--- src/hw/rtl/gprcd_pkg.sv ---
// Shared types, constants and the button table of the gamepad report change detector.
`default_nettype none
package gprcd_pkg;

    // Number of controller slots by default.
    localparam int SLOT_COUNT_DEF = 4;
    // Axes per slot and table buttons per report.
    localparam int AXES    = 6;
    localparam int BUTTONS = 14;
    // One pending bit for the connection event, then buttons, then axes.
    localparam int PEND_W  = 1 + BUTTONS + AXES;
    localparam int BTN_BASE  = 1;
    localparam int AXIS_BASE = 1 + BUTTONS;

    // Stream and configuration widths.
    localparam int IN_TDATA_W  = 104;
    localparam int OUT_TDATA_W = 40;
    localparam int KIND_W      = 3;
    localparam int CFG_IDX_W   = 2;
    localparam int CFG_DATA_W  = 15;

    // Register reset values.
    localparam logic [7:0]  TRIG_THR_RST = 8'd30;
    localparam logic [14:0] LDZ_RST      = 15'd7849;
    localparam logic [14:0] RDZ_RST      = 15'd8689;
    localparam logic [14:0] MOVE_THR_RST = 15'd65;
    localparam logic [14:0] FULL_SCALE   = 15'h7FFF;

    // Configuration register indexes.
    typedef enum logic [CFG_IDX_W-1:0] {
        REG_TRIG_THR = 2'd0,
        REG_LDZ      = 2'd1,
        REG_RDZ      = 2'd2,
        REG_MOVE_THR = 2'd3
    } cfg_reg_t;

    // Event kinds.
    typedef enum logic [KIND_W-1:0] {
        EV_CONNECT    = 3'd0,
        EV_DISCONNECT = 3'd1,
        EV_BTN_DOWN   = 3'd2,
        EV_BTN_UP     = 3'd3,
        EV_AXIS       = 3'd4
    } event_kind_t;

    // Sequencer states.
    typedef enum logic [1:0] {
        ST_IDLE,
        ST_DIV,
        ST_MERGE,
        ST_EMIT
    } seq_state_t;

    // Bit of the raw button word for each table position.
    function automatic logic [15:0] btn_mask(input logic [3:0] pos);
        logic [15:0] m;
        unique case (pos)
            4'd0:    m = 16'h1000;
            4'd1:    m = 16'h2000;
            4'd2:    m = 16'h4000;
            4'd3:    m = 16'h8000;
            4'd4:    m = 16'h0100;
            4'd5:    m = 16'h0200;
            4'd6:    m = 16'h0010;
            4'd7:    m = 16'h0020;
            4'd8:    m = 16'h0040;
            4'd9:    m = 16'h0080;
            4'd10:   m = 16'h0001;
            4'd11:   m = 16'h0002;
            4'd12:   m = 16'h0004;
            4'd13:   m = 16'h0008;
            default: m = 16'h0000;
        endcase
        return m;
    endfunction

endpackage
`default_nettype wire

--- src/hw/rtl/gprcd_norm_lane.sv ---
// One normalization lane: deadzone test and bit-serial scaling of a magnitude to Q0.15.
`default_nettype none
module gprcd_norm_lane (
    input  wire logic        clk,
    input  wire logic        rst_n,
    input  wire logic        start,
    input  wire logic [15:0] mag,
    input  wire logic [14:0] dz,
    input  wire logic [15:0] den,
    output logic             busy,
    output logic [14:0]      q
);
    import gprcd_pkg::*;

    logic [15:0] rem_reg, rem_next;
    logic [14:0] q_reg, q_next;
    logic [3:0]  cnt_reg, cnt_next;
    logic        busy_reg, busy_next;
    logic [15:0] diff;
    logic [16:0] shifted;

    assign diff    = mag - {1'b0, dz};
    assign shifted = {rem_reg, 1'b0};

    // Restoring division of diff * 2^15 by den, one quotient bit a cycle.
    always_comb
    begin
        rem_next  = rem_reg;
        q_next    = q_reg;
        cnt_next  = cnt_reg;
        busy_next = busy_reg;
        if (start)
        begin
            q_next   = '0;
            rem_next = diff;
            cnt_next = 4'd15;
            if (mag <= {1'b0, dz})
            begin
                busy_next = 1'b0;
            end
            else if (diff >= den)
            begin
                // Full scale or beyond saturates.
                q_next    = FULL_SCALE;
                busy_next = 1'b0;
            end
            else
            begin
                busy_next = 1'b1;
            end
        end
        else if (busy_reg)
        begin
            if (shifted >= {1'b0, den})
            begin
                rem_next = 16'(shifted - {1'b0, den});
                q_next   = {q_reg[13:0], 1'b1};
            end
            else
            begin
                rem_next = shifted[15:0];
                q_next   = {q_reg[13:0], 1'b0};
            end
            cnt_next = cnt_reg - 4'd1;
            if (cnt_reg == 4'd1)
            begin
                busy_next = 1'b0;
            end
        end
    end

    always_ff @(posedge clk or negedge rst_n)
    begin
        if (!rst_n)
        begin
            busy_reg <= 1'b0;
            cnt_reg  <= '0;
        end
        else
        begin
            busy_reg <= busy_next;
            cnt_reg  <= cnt_next;
        end
    end

    always_ff @(posedge clk)
    begin
        rem_reg <= rem_next;
        q_reg   <= q_next;
    end

    assign busy = busy_reg;
    assign q    = q_reg;

endmodule
`default_nettype wire

--- src/hw/rtl/gamepad_report_change_detector.sv ---
// Top level: slot state, six normalization lanes, event merge and serial event output.
// Sequence: the lanes divide after accept, the merge runs once all lanes are done, and the
// events then transfer one per cycle while m_tready is high.
// A new report is taken only in idle, after the last event of the previous one has gone out.
// Reset (rst_n low, asynchronous): all slots disconnected, buttons and axes zero,
// registers at their defaults, no transfer pending.
`default_nettype none
module gamepad_report_change_detector #(
    parameter int SLOT_COUNT = gprcd_pkg::SLOT_COUNT_DEF
) (
    input  wire logic                               clk,
    input  wire logic                               rst_n,
    // slot[1:0], present[2], button_word[18:3], left_trigger[26:19],
    // right_trigger[34:27], left_x[50:35], left_y[66:51], right_x[82:67], right_y[98:83]
    input  wire logic [gprcd_pkg::IN_TDATA_W-1:0]   s_tdata,
    input  wire logic                               s_tvalid,
    output logic                                    s_tready,
    // event_slot[1:0], control_index[5:2], raw_value[21:6], norm_value[37:22]
    output logic [gprcd_pkg::OUT_TDATA_W-1:0]       m_tdata,
    // event_kind[2:0]
    output logic [gprcd_pkg::KIND_W-1:0]            m_tuser,
    output logic                                    m_tlast,
    output logic                                    m_tvalid,
    input  wire logic                               m_tready,
    input  wire logic                               cfg_we,
    input  wire logic [gprcd_pkg::CFG_IDX_W-1:0]    cfg_index,
    input  wire logic [gprcd_pkg::CFG_DATA_W-1:0]   cfg_data
);
    import gprcd_pkg::*;

    localparam int SLOT_IDX_W = (SLOT_COUNT > 1) ? $clog2(SLOT_COUNT) : 1;

    // Configuration registers.
    logic [7:0]  trig_thr_reg;
    logic [14:0] ldz_reg, rdz_reg, move_thr_reg;

    always_ff @(posedge clk or negedge rst_n)
    begin
        if (!rst_n)
        begin
            trig_thr_reg <= TRIG_THR_RST;
            ldz_reg      <= LDZ_RST;
            rdz_reg      <= RDZ_RST;
            move_thr_reg <= MOVE_THR_RST;
        end
        else if (cfg_we)
        begin
            unique case (cfg_reg_t'(cfg_index))
                REG_TRIG_THR: trig_thr_reg <= cfg_data[7:0];
                REG_LDZ:      ldz_reg      <= cfg_data;
                REG_RDZ:      rdz_reg      <= cfg_data;
                REG_MOVE_THR: move_thr_reg <= cfg_data;
                default:      ;
            endcase
        end
    end

    // Input field unpacking.
    logic [1:0]  in_slot;
    logic        in_present;
    logic [15:0] in_buttons;
    logic [15:0] in_raw [AXES];

    assign in_slot    = s_tdata[1:0];
    assign in_present = s_tdata[2];
    assign in_buttons = s_tdata[18:3];
    assign in_raw[0]  = {8'd0, s_tdata[26:19]};
    assign in_raw[1]  = {8'd0, s_tdata[34:27]};
    assign in_raw[2]  = s_tdata[50:35];
    assign in_raw[3]  = s_tdata[66:51];
    assign in_raw[4]  = s_tdata[82:67];
    assign in_raw[5]  = s_tdata[98:83];

    // Sequencer state and the latched report.
    seq_state_t state_reg, state_next;
    logic [1:0]  slot_reg;
    logic        present_reg;
    logic [15:0] buttons_reg;
    logic [15:0] raw_reg [AXES];
    logic [PEND_W-1:0] pend_reg, pend_next;
    logic        accept;

    assign accept = s_tvalid && s_tready;

    always_ff @(posedge clk)
    begin
        if (accept)
        begin
            slot_reg    <= in_slot;
            present_reg <= in_present;
            buttons_reg <= in_buttons;
            for (int a = 0; a < AXES; a++)
            begin
                raw_reg[a] <= in_raw[a];
            end
        end
    end

    // Lane operands: triggers use the threshold, sticks their deadzone.
    logic [15:0] lane_mag [AXES];
    logic [14:0] lane_dz  [AXES];
    logic [15:0] lane_den [AXES];
    logic        lane_busy [AXES];
    logic [14:0] lane_q   [AXES];

    always_comb
    begin
        for (int a = 0; a < AXES; a++)
        begin
            if (a < 2)
            begin
                lane_mag[a] = in_raw[a];
                lane_dz[a]  = {7'd0, trig_thr_reg};
                lane_den[a] = {8'd0, 8'd255 - trig_thr_reg};
            end
            else
            begin
                lane_mag[a] = in_raw[a][15] ? 16'(-in_raw[a]) : in_raw[a];
                lane_dz[a]  = (a < 4) ? ldz_reg : rdz_reg;
                lane_den[a] = {1'b0, FULL_SCALE - lane_dz[a]};
            end
        end
    end

    // Six lanes work on the axes of one report side by side.
    for (genvar g = 0; g < AXES; g++)
    begin : g_lane
        gprcd_norm_lane u_lane (
            .clk   (clk),
            .rst_n (rst_n),
            .start (accept),
            .mag   (lane_mag[g]),
            .dz    (lane_dz[g]),
            .den   (lane_den[g]),
            .busy  (lane_busy[g]),
            .q     (lane_q[g])
        );
    end

    // Signed normalized values; Y axes are negated.
    logic [15:0] nv [AXES];
    logic        lanes_busy;

    always_comb
    begin
        lanes_busy = 1'b0;
        for (int a = 0; a < AXES; a++)
        begin
            lanes_busy = lanes_busy | lane_busy[a];
            if ((a >= 2) && (raw_reg[a][15] ^ (a == 3 || a == 5)))
            begin
                nv[a] = 16'(-{1'b0, lane_q[a]});
            end
            else
            begin
                nv[a] = {1'b0, lane_q[a]};
            end
        end
    end

    // Per-slot state.
    logic              conn_reg [SLOT_COUNT];
    logic [15:0]       btn_reg  [SLOT_COUNT];
    logic [15:0]       axis_reg [SLOT_COUNT][AXES];
    logic [SLOT_IDX_W-1:0] sidx;
    logic              slot_ok;

    assign sidx    = SLOT_IDX_W'(slot_reg);
    assign slot_ok = 32'(slot_reg) < SLOT_COUNT;

    // Merge: compare the report with the slot state and build the pending event set.
    logic        chg;
    logic [15:0] base_btn;
    logic [15:0] base_axis [AXES];
    logic [PEND_W-1:0] merge_set;
    logic [16:0] dlt [AXES];
    logic [16:0] dabs [AXES];

    always_comb
    begin
        chg      = slot_ok && (present_reg != conn_reg[sidx]);
        base_btn = chg ? 16'd0 : btn_reg[sidx];
        merge_set = '0;
        merge_set[0] = chg;
        for (int a = 0; a < AXES; a++)
        begin
            base_axis[a] = chg ? 16'd0 : axis_reg[sidx][a];
            dlt[a]  = {nv[a][15], nv[a]} - {base_axis[a][15], base_axis[a]};
            dabs[a] = dlt[a][16] ? 17'(-dlt[a]) : dlt[a];
            merge_set[AXIS_BASE + a] = slot_ok && present_reg
                                       && (dabs[a] > {2'd0, move_thr_reg});
        end
        for (int b = 0; b < BUTTONS; b++)
        begin
            merge_set[BTN_BASE + b] = slot_ok && present_reg
                && (((buttons_reg ^ base_btn) & btn_mask(4'(b))) != 16'd0);
        end
    end

    // Slot state update at the merge cycle.
    always_ff @(posedge clk or negedge rst_n)
    begin
        if (!rst_n)
        begin
            for (int s = 0; s < SLOT_COUNT; s++)
            begin
                conn_reg[s] <= 1'b0;
                btn_reg[s]  <= '0;
                for (int a = 0; a < AXES; a++)
                begin
                    axis_reg[s][a] <= '0;
                end
            end
        end
        else if ((state_reg == ST_MERGE) && slot_ok)
        begin
            conn_reg[sidx] <= present_reg;
            btn_reg[sidx]  <= present_reg ? buttons_reg : base_btn;
            for (int a = 0; a < AXES; a++)
            begin
                axis_reg[sidx][a] <= merge_set[AXIS_BASE + a] ? nv[a] : base_axis[a];
            end
        end
    end

    // Event selection: the lowest pending bit goes out first.
    logic [PEND_W-1:0] low_bit, pend_rest;
    logic [4:0]        sel;
    event_kind_t       ev_kind;
    logic [3:0]        ev_idx;
    logic [15:0]       ev_raw, ev_norm;

    assign low_bit   = pend_reg & (~pend_reg + PEND_W'(1));
    assign pend_rest = pend_reg & ~low_bit;

    always_comb
    begin
        sel = '0;
        for (int i = PEND_W - 1; i >= 0; i--)
        begin
            if (pend_reg[i])
            begin
                sel = 5'(i);
            end
        end
        ev_idx  = '0;
        ev_raw  = '0;
        ev_norm = '0;
        if (sel == 5'd0)
        begin
            ev_kind = present_reg ? EV_CONNECT : EV_DISCONNECT;
        end
        else if (sel < 5'(AXIS_BASE))
        begin
            ev_idx = 4'(sel - 5'(BTN_BASE));
            if ((buttons_reg & btn_mask(ev_idx)) != 16'd0)
            begin
                ev_kind = EV_BTN_DOWN;
                ev_raw  = 16'd1;
                ev_norm = {1'b0, FULL_SCALE};
            end
            else
            begin
                ev_kind = EV_BTN_UP;
            end
        end
        else
        begin
            ev_kind = EV_AXIS;
            ev_idx  = 4'(sel - 5'(AXIS_BASE));
            ev_raw  = raw_reg[3'(ev_idx)];
            ev_norm = nv[3'(ev_idx)];
        end
    end

    // Next state.
    always_comb
    begin
        state_next = state_reg;
        unique case (state_reg)
            ST_IDLE:  if (s_tvalid) state_next = ST_DIV;
            ST_DIV:   if (!lanes_busy) state_next = ST_MERGE;
            ST_MERGE: state_next = (merge_set != '0) ? ST_EMIT : ST_IDLE;
            ST_EMIT:  if (m_tready && (pend_rest == '0)) state_next = ST_IDLE;
            default:  state_next = ST_IDLE;
        endcase
    end

    // Pending set update.
    always_comb
    begin
        pend_next = pend_reg;
        unique case (state_reg)
            ST_MERGE: pend_next = merge_set;
            ST_EMIT:  if (m_tready) pend_next = pend_rest;
            default:  pend_next = pend_reg;
        endcase
    end

    always_ff @(posedge clk or negedge rst_n)
    begin
        if (!rst_n)
        begin
            state_reg <= ST_IDLE;
            pend_reg  <= '0;
        end
        else
        begin
            state_reg <= state_next;
            pend_reg  <= pend_next;
        end
    end

    // Handshake outputs.
    always_comb
    begin
        s_tready = (state_reg == ST_IDLE);
        m_tvalid = (state_reg == ST_EMIT);
        m_tlast  = (pend_rest == '0);
        m_tuser  = ev_kind;
        m_tdata  = {2'd0, ev_norm, ev_raw, ev_idx, slot_reg};
    end

endmodule
`default_nettype wire
--- config.mk ---
export PLATFORM = sky130hd
export DESIGN_NAME = gamepad_report_change_detector
export DESIGN_NICKNAME = d
export VERILOG_FILES = /design/src/hw/rtl/gprcd_pkg.sv /design/src/hw/rtl/gprcd_norm_lane.sv /design/src/hw/rtl/gamepad_report_change_detector.sv
export SDC_FILE = /design/constraint.sdc
export NUM_CORES = 2
export LEC_CHECK = 0
export ABC_AREA = 1
export BUFFER_PORTS_ARGS = -buffer_cell sky130_fd_sc_hd__buf_2
export CAP_MARGIN = 20
export CELL_PAD_IN_SITES_DETAIL_PLACEMENT = 0
export CELL_PAD_IN_SITES_GLOBAL_PLACEMENT = 1
export CORE_ASPECT_RATIO = 1.75
export CORE_MARGIN = 1
export CORE_UTILIZATION = 28
export CTS_CLUSTER_DIAMETER = 30
export DETAILED_ROUTE_END_ITERATION = 8
export GPL_TIMING_DRIVEN = 0
export PLACE_DENSITY_LB_ADDON = 0.08
export SLEW_MARGIN = 40
export SYNTH_ARGS = -nofsm -noshare
export SYNTH_HDL_FRONTEND = slang
export SYNTH_SLANG_ARGS = --single-unit
--- constraint.sdc ---
create_clock -name clk -period 6.8 [get_ports clk]
set_clock_uncertainty 0.05 [all_clocks]
set_input_delay 0 -clock clk [delete_from_list [all_inputs] [get_ports clk]]
set_output_delay 0 -clock clk [all_outputs]
set_load 0.05 [all_outputs]
== Word level (Yosys, flattened, before mapping) ==
Memories as Yosys holds them, arrays and structs flattened.
Cells that the tools add are included.
Cells by class
  $add $sub $neg: 44
  magnitude comparators: 28
  eq/ne operators: 17
  multiplexer cells: 198
  bitwise gates (word level): 13
  reductions and logical operators: 42
Operators with widths (number)
  384-bit bitwise mux: 6
  96-bit demux with 2-bit select: 6
  16-bit 2-to-1 mux: 52
  15-bit 2-to-1 mux: 25
  96-bit 2-to-1 mux: 3
  96-bit binary-select mux with 2-bit select: 1
  16-bit by 15-bit subtractor with 16-bit output: 8
  5-bit 2-to-1 mux: 21
  17-bit by 15-bit greater-than comparator with 1-bit output: 6
  17-bit 2-to-1 mux: 6
  17-bit negation: 6
  16-bit by 16-bit subtractor with 17-bit output: 6
  80-bit 2-to-1 mux: 1
  17-bit by 15-bit >= comparator with 1-bit output: 4
  64-bit bitwise mux: 1
  16-bit by 15-bit >= comparator with 1-bit output: 4
  16-bit by 15-bit less-or-equal comparator with 1-bit output: 4
  64-bit 2-to-1 mux: 1
  15-bit negation with 16-bit output: 4
  16-bit negation: 4
  4-bit 2-to-1 mux: 14
  16-bit binary-select mux with 3-bit select: 1
  48-bit 2-to-1 mux: 1
  1-bit 2-to-1 mux: 44
  47 further kinds: 113
Storage, ports and cells
  register bits: 763
  bits in writable memories: 96
  ROM bits: 224
  input bits: 126
  output and inout bits: 46
  memories kept: 2
Memory list
  (no name shown): depth 16, width 14, read ports 1, clocked after Yosys merged registers in 0, write ports 0, RTL line gprcd_pkg.sv:57  | unique case (pos)
  raw_reg: depth 6, width 16, read ports 5, clocked after Yosys merged registers in 0, write ports 6, RTL line gamepad_report_change_detector.sv:79  | logic [15:0] raw_reg [AXES];

== Longest topological paths before layout ==
An unclocked memory read counts as a cell.
  depth after elaboration: 30
  mapped depth: 49
  mapped depth without buffers: 45

== By module ==
Synthesis repeated with hierarchy kept, for this count alone.
Second synthesis, totals
  cell total of the unflattened synthesis: 9065
  area, all modules: 65277.6 sq um
By module, submodules not included
  gamepad_report_change_detector: times used 1, cells each 5327, area each 40181.0 sq um, sequential area each 15951.5 sq um
  gprcd_norm_lane: times used 6, cells each 623, area each 4182.8 sq um, sequential area each 1056.0 sq um

== Worst setup path after synthesis ==
Ideal clock, no wire load.
  kind: flip-flop to flip-flop
  start point: reg slot_reg[0] (netlist: sidx[0])
  end point: reg axis_reg[174] (netlist bit)
  setup time: 77 ps
  data arrival time: 6179 ps
  data required time: 6673 ps
  slack: 495 ps
  cell stages (with the launch flop): 48
  buffers on the path: 6
  clock period less this slack: 6305 ps
  cells stage by stage: edfxtp_1 buf_6 inv_2 nand2_1 nand2_1 nand2_1 nand2_1 nand2_2 nand2_4 inv_1 clkbuf_1 buf_1 a31oi_1 ha_1 inv_1 fa_1 nand3_1 nand3_1 (+12 left out) inv_1 ha_1 nand2_1 nor3_1 nand2_1 nand4_1 nand2_1 o311ai_0 nand3_1 a32oi_1 nor2_1 a21oi_2 inv_1 buf_2 buf_2 nand2_1 o21ai_1 o21ai_1
On the way
  cells in the longest elaborated chain, start to end: 18
Ends and longest elaborated chain
  from (decl): RTL line gamepad_report_change_detector.sv:76  | logic [1:0] slot_reg;
  from (signal assigned): RTL line gamepad_report_change_detector.sv:89  | slot_reg <= in_slot;
  2-bit NOT with 3-bit output (*): RTL line gamepad_report_change_detector.sv:181, gamepad_report_change_detector.sv:187, gamepad_report_change_detector.sv:221
  1-bit binary-select mux with 2-bit select: RTL line gamepad_report_change_detector.sv:181  | chg = slot_ok && (present_reg != conn_reg[sidx]);
  1-bit 2-to-1 mux (implied by the code) (2 in a row): RTL line gamepad_report_change_detector.sv:181
  1-bit != test: RTL line gamepad_report_change_detector.sv:181
  16-bit 2-to-1 mux: RTL line gamepad_report_change_detector.sv:187  | base_axis[a] = chg ? 16'd0 : axis_reg[sidx][a];
  16-bit by 16-bit subtractor with 17-bit output: RTL line gamepad_report_change_detector.sv:188  | dlt[a] = {nv[a][15], nv[a]} - {base_axis[a][15], base_axis[a]};
  17-bit negation: RTL line gamepad_report_change_detector.sv:189  | dabs[a] = dlt[a][16] ? 17'(-dlt[a]) : dlt[a];
  17-bit 2-to-1 mux: RTL line gamepad_report_change_detector.sv:189
  17-bit by 15-bit greater-than comparator with 1-bit output: RTL line gamepad_report_change_detector.sv:191  | && (dabs[a] > {2'd0, move_thr_reg});
  1-bit logical AND: RTL line gamepad_report_change_detector.sv:191
  16-bit 2-to-1 mux: RTL line gamepad_report_change_detector.sv:221  | axis_reg[sidx][a] <= merge_set[AXIS_BASE + a] ? nv[a] : base_axis[a];
  384-bit bitwise mux (5 in a row): RTL line gamepad_report_change_detector.sv:221
  384-bit bitwise mux (*): RTL line gamepad_report_change_detector.sv:221
  to (signal, indexed assignment): RTL line gamepad_report_change_detector.sv:221
  to (decl): RTL line gamepad_report_change_detector.sv:164  | logic [15:0] axis_reg [SLOT_COUNT][AXES];
Every way passes the cells marked *; elsewhere a longest branch is shown, timed or not. The select of a mux whose other input is x is not followed.
A chain may end at the register's enable or synchronous reset.

== Worst setup path in the final report ==
  start point: reg pend_reg[19]
  end point: out m_tdata[30] (netlist bit)
On the way
  cells in the longest elaborated chain, start to end: 29
Ends and longest elaborated chain
  from (decl): RTL line gamepad_report_change_detector.sv:80  | logic [PEND_W-1:0] pend_reg, pend_next;
  from (signal assigned): RTL line gamepad_report_change_detector.sv:310  | pend_reg <= pend_next;
  5-bit 2-to-1 mux (*) (20 in a row): RTL line gamepad_report_change_detector.sv:241  | if (pend_reg[i])
  4-bit by 1-bit subtractor with 4-bit output: RTL line gamepad_report_change_detector.sv:255  | ev_idx = 4'(sel - 5'(BTN_BASE));
  memory 16 x 14 bit
  16-bit 2-to-1 mux: RTL line gamepad_report_change_detector.sv:253  | else if (sel < 5'(AXIS_BASE))
  16-bit 2-to-1 mux: RTL line gamepad_report_change_detector.sv:249  | if (sel == 5'd0)
  16-bit bitwise AND: RTL line gamepad_report_change_detector.sv:256  | if ((buttons_reg & btn_mask(ev_idx)) != 16'd0)
  16-bit nonzero test: RTL line gamepad_report_change_detector.sv:256
  15-bit 2-to-1 mux: RTL line gamepad_report_change_detector.sv:256
  16-bit 2-to-1 mux: RTL line gamepad_report_change_detector.sv:253
  16-bit 2-to-1 mux (*): RTL line gamepad_report_change_detector.sv:249
  to (decl): RTL line gamepad_report_change_detector.sv:19  | output logic [gprcd_pkg::OUT_TDATA_W-1:0] m_tdata,
Marked as above.

==> summary.txt <==
Global routing
  • Initial antenna violation count: 11
  • Met1 Track Usage GR: 26.3%
  • Most Used Layer, Global Route: met2
  • Vias in the first global route: 56,000
  • First-pass GRT wire length: 382,000 microns
  • Largest net degree at the start of global routing: 92
  • Gr usage total: 25.5%
  • Met2 global-route usage: 48.1%
  • GRT overflow: 0
  • Met3 usage: 3.14%

Clocking
  • Worst-skew pair later-pin latency: 0.88 ns
  • Clk buf depth: 4
  • Clock-pin slew on the worst setup and hold paths: 0.05 ns
  • Clk root buf: clkbuf_16
  • Clock buffer count from CTS: 211
  • Num Clock Sinks: 833
  • CTS tree: built
  • H-tree depth: 4

Timing
  • Final Setup Violations: 0
  • Final period utilization: 97.5%
  • Fmax achieved: 0.151 GHz
  • Tmin final: 6.63 ns
  • Max Slew Vio Count: 0
  • Least-Margin Pin Slew: 0.895 ns
  • Fin Setup TNS: 0 ns
  • Final Hold Violating Endpoints: 0
  • Slew Limit Headroom: 40.1%

Setup path
  • Crit path capture type: output port
  • Worst endpoint required time: 6.75 ns
  • Cell mode on critical path: nand2_1
  • Crit Path Max Fanout: 16
  • Crit path largest cell delay: 0.59 ns
  • CP delay by family, top: simple AND/OR/NAND/NOR gates
  • CP max-delay cell: nor2_1
  • Critical path class: reg -> out
  • Worst Path Arrival: 6.58 ns
  • Critical Path Start Type: flop
  • Critical path buffers and inverters: 6

Yosys
  • Syn Inst Count: 7,409
  • Synthesized area per cell: 7.77 sq um
  • Yosys reg bits: 833
  • Asr flop ratio synth: 66.0%
  • Top cell type's share of synthesized area: 23.0%
  • Synth area leaders: dfrtp_1, edfxtp_1, nand2_1, ha_1, o21ai_0
  • Yosys warnings: 0
  • Post-synth EDFFs: 283
  • Cell area after synthesis: 57,600 sq um
  • Post-synth cell types: 66
  • Register area share after synthesis: 38.7%
  • Largest area contributor in the netlist: dfrtp_1
  • Top_reg_cell synth: dfrtp_1

Placement
  • Routability Congestion: 0.903
  • Buffers added on ports: 162
  • Area post-placement: 62,300 sq um
  • Dpl hpwl: 211,000 microns
  • # placed instances: 10,200

Floorplanning
  • Chip height: 602 microns
  • Die area: 208,000 sq um
  • Initial Util: 28.2%
  • Core area: 204,000 sq um
  • DIE WIDTH: 345 microns
  • I/O pin count: 172
  • Site Rows: 219

Hold path
  • HP Class: in -> reg

Routing
  • DRT iter0 DRCs: 3,232
  • Drt pass-1 iters: 7
  • Routed wire length: 267,000 microns
  • Post-route DRC: 0
  • DR vias/cell: 4.98
  • Avg WL per Cell: 24.5 microns
  • Detail Route Antenna Nets: 0
  • Vias after detailed routing: 54,300

Job
  • Max-cap viol count: 0

Layout
  • Commonest cells after routing, fill and taps aside: nand2_1, inv_1, o21ai_0, dfrtp_1, nor2_1
  • Register area: 22,300 sq um
  • Max FFs per register: 384
  • Multi-input logic area: 32,300 sq um
  • Final cell count without fillers: 10,900
  • Most common cell after layout, fill and taps aside: nand2_1
  • Final #Nets: 8,664
  • Filler Cells Inserted: 21,600
  • Final Cell Area: 74,000 sq um
  • Ratio of cells with drive above 1 in the final layout: 12.8%
  • Synth-to-layout area growth: 28.6%

Outcome
  • Outcome: finished clean
==> worst register-to-register path: cells and delay by family, from the launching register on <==
| family | cells | cell delay (ns) |
|---|---|---|
| AOI/OAI and AO/OA | 6 | 1.24 |
| xor gates and xnor gates | 2 | 0.36 |
| adders and majority gates | 3 | 0.85 |
| DFF | 1 | 0.44 |
| and+or+nand+nor | 16 | 1.80 |
| buffers and inverters | 12 | 1.59 |
==> logic make-up (layout without fill, tap and decap cells) <==
group	after synthesis	in the layout	synth area share, %
simple gates	2898	2898	20.6
buf+inv	1085	1920	7.28
mux	60	60	1.04
other cells	1	8	0.00651
fa+ha+maj	460	460	10.2
flops	833	833	38.7
xor+xnor	366	366	5.58
compound gates	1706	1706	16.6
==> timing repair <==
action	4_1_cts	5_1_grt
gates cloned	3	1
pin swaps	21	41
hold buffers	222	0
buffers inserted	20	33
resized for setup	190	240
hold endpoints to repair	512	0
setup endpoints to repair	424	408
==> layout make-up <==
cell class / count / share of cell area, %
timing repair buffer: 459 / 5.43
buffer: 278 / 2.13
antenna: 6 / 0.0203
clock inverter: 120 / 2.22
inverter: 803 / 4.15
clock buffer: 260 / 7.81
multi-input combinational: 5492 / 43.6
tap: 2652 / 4.48
sequential: 833 / 30.1
==> cells in the mapped netlist, types with 9 or more instances <==
cell / n
xor2_1: 259
nor4_1: 23
nand3b_1: 18
o21ai_0: 718
xnor2_1: 106
nor3_1: 93
dfrtp_1: 529
o221ai_1: 9
fa_1: 18
o31ai_1: 16
inv_1: 782
nor2_1: 461
o22ai_1: 71
a31oi_1: 35
a211oi_1: 17
ha_1: 442
a21o_1: 22
dfstp_2: 21
buf_6: 10
edfxtp_1: 283
buf_1: 22
a21oi_1: 348
nand2_1: 1881
nand2_2: 15
mux2i_1: 60
o211ai_1: 22
clkbuf_1: 226
inv_2: 13
or2_2: 13
o21ai_1: 232
a221oi_1: 18
nand3_1: 321
o21bai_1: 28
a22oi_1: 82
nand4_1: 50
buf_2: 18
o21ai_2: 45
==> per-layer routing <==
metal	up-vias	wire, microns
met5	-	27
met4	4	19200
met3	526	9620
met2	1312	142000
met1	26200	96700
li1	26300	-
==> stage by stage <==
| stage | hold WS (ns) | util (%) | setup slack, ns |
|---|---|---|---|
| 3_3_place_gp | 0.130 | 30.3 | -7.17 |
| 5_1_grt | 0.0234 | 36.3 | -0.0324 |
| 3_5_place_dp | -0.0991 | 30.6 | -2.58 |
| 4_1_cts | 0.00207 | 35.8 | 0.00145 |
| 2_1_floorplan | -0.346 | - | 0.495 |
| 6_report | 0.0137 | 36.3 | 0.167 |
==> worst paths after layout <==
check,startpoint,endpoint,slack (ns),cells past startpoint
min,s_tdata[79],raw_reg[4][12],0.01,2
max reg2reg,sidx[0],axis_reg[368],0.26,39
min reg2reg,btn_reg[12],btn_reg[12],0.43,2
max in group asynchronous,rst_n,axis_reg[98],5.00,6
min in group asynchronous,rst_n,axis_reg[60],0.30,4
max,pend_reg[19],m_tdata[30],0.17,28
Power is left out: the tool's default activity adds up to more than one toggle a clock period on the data nets, which glitch-free logic cannot reach.
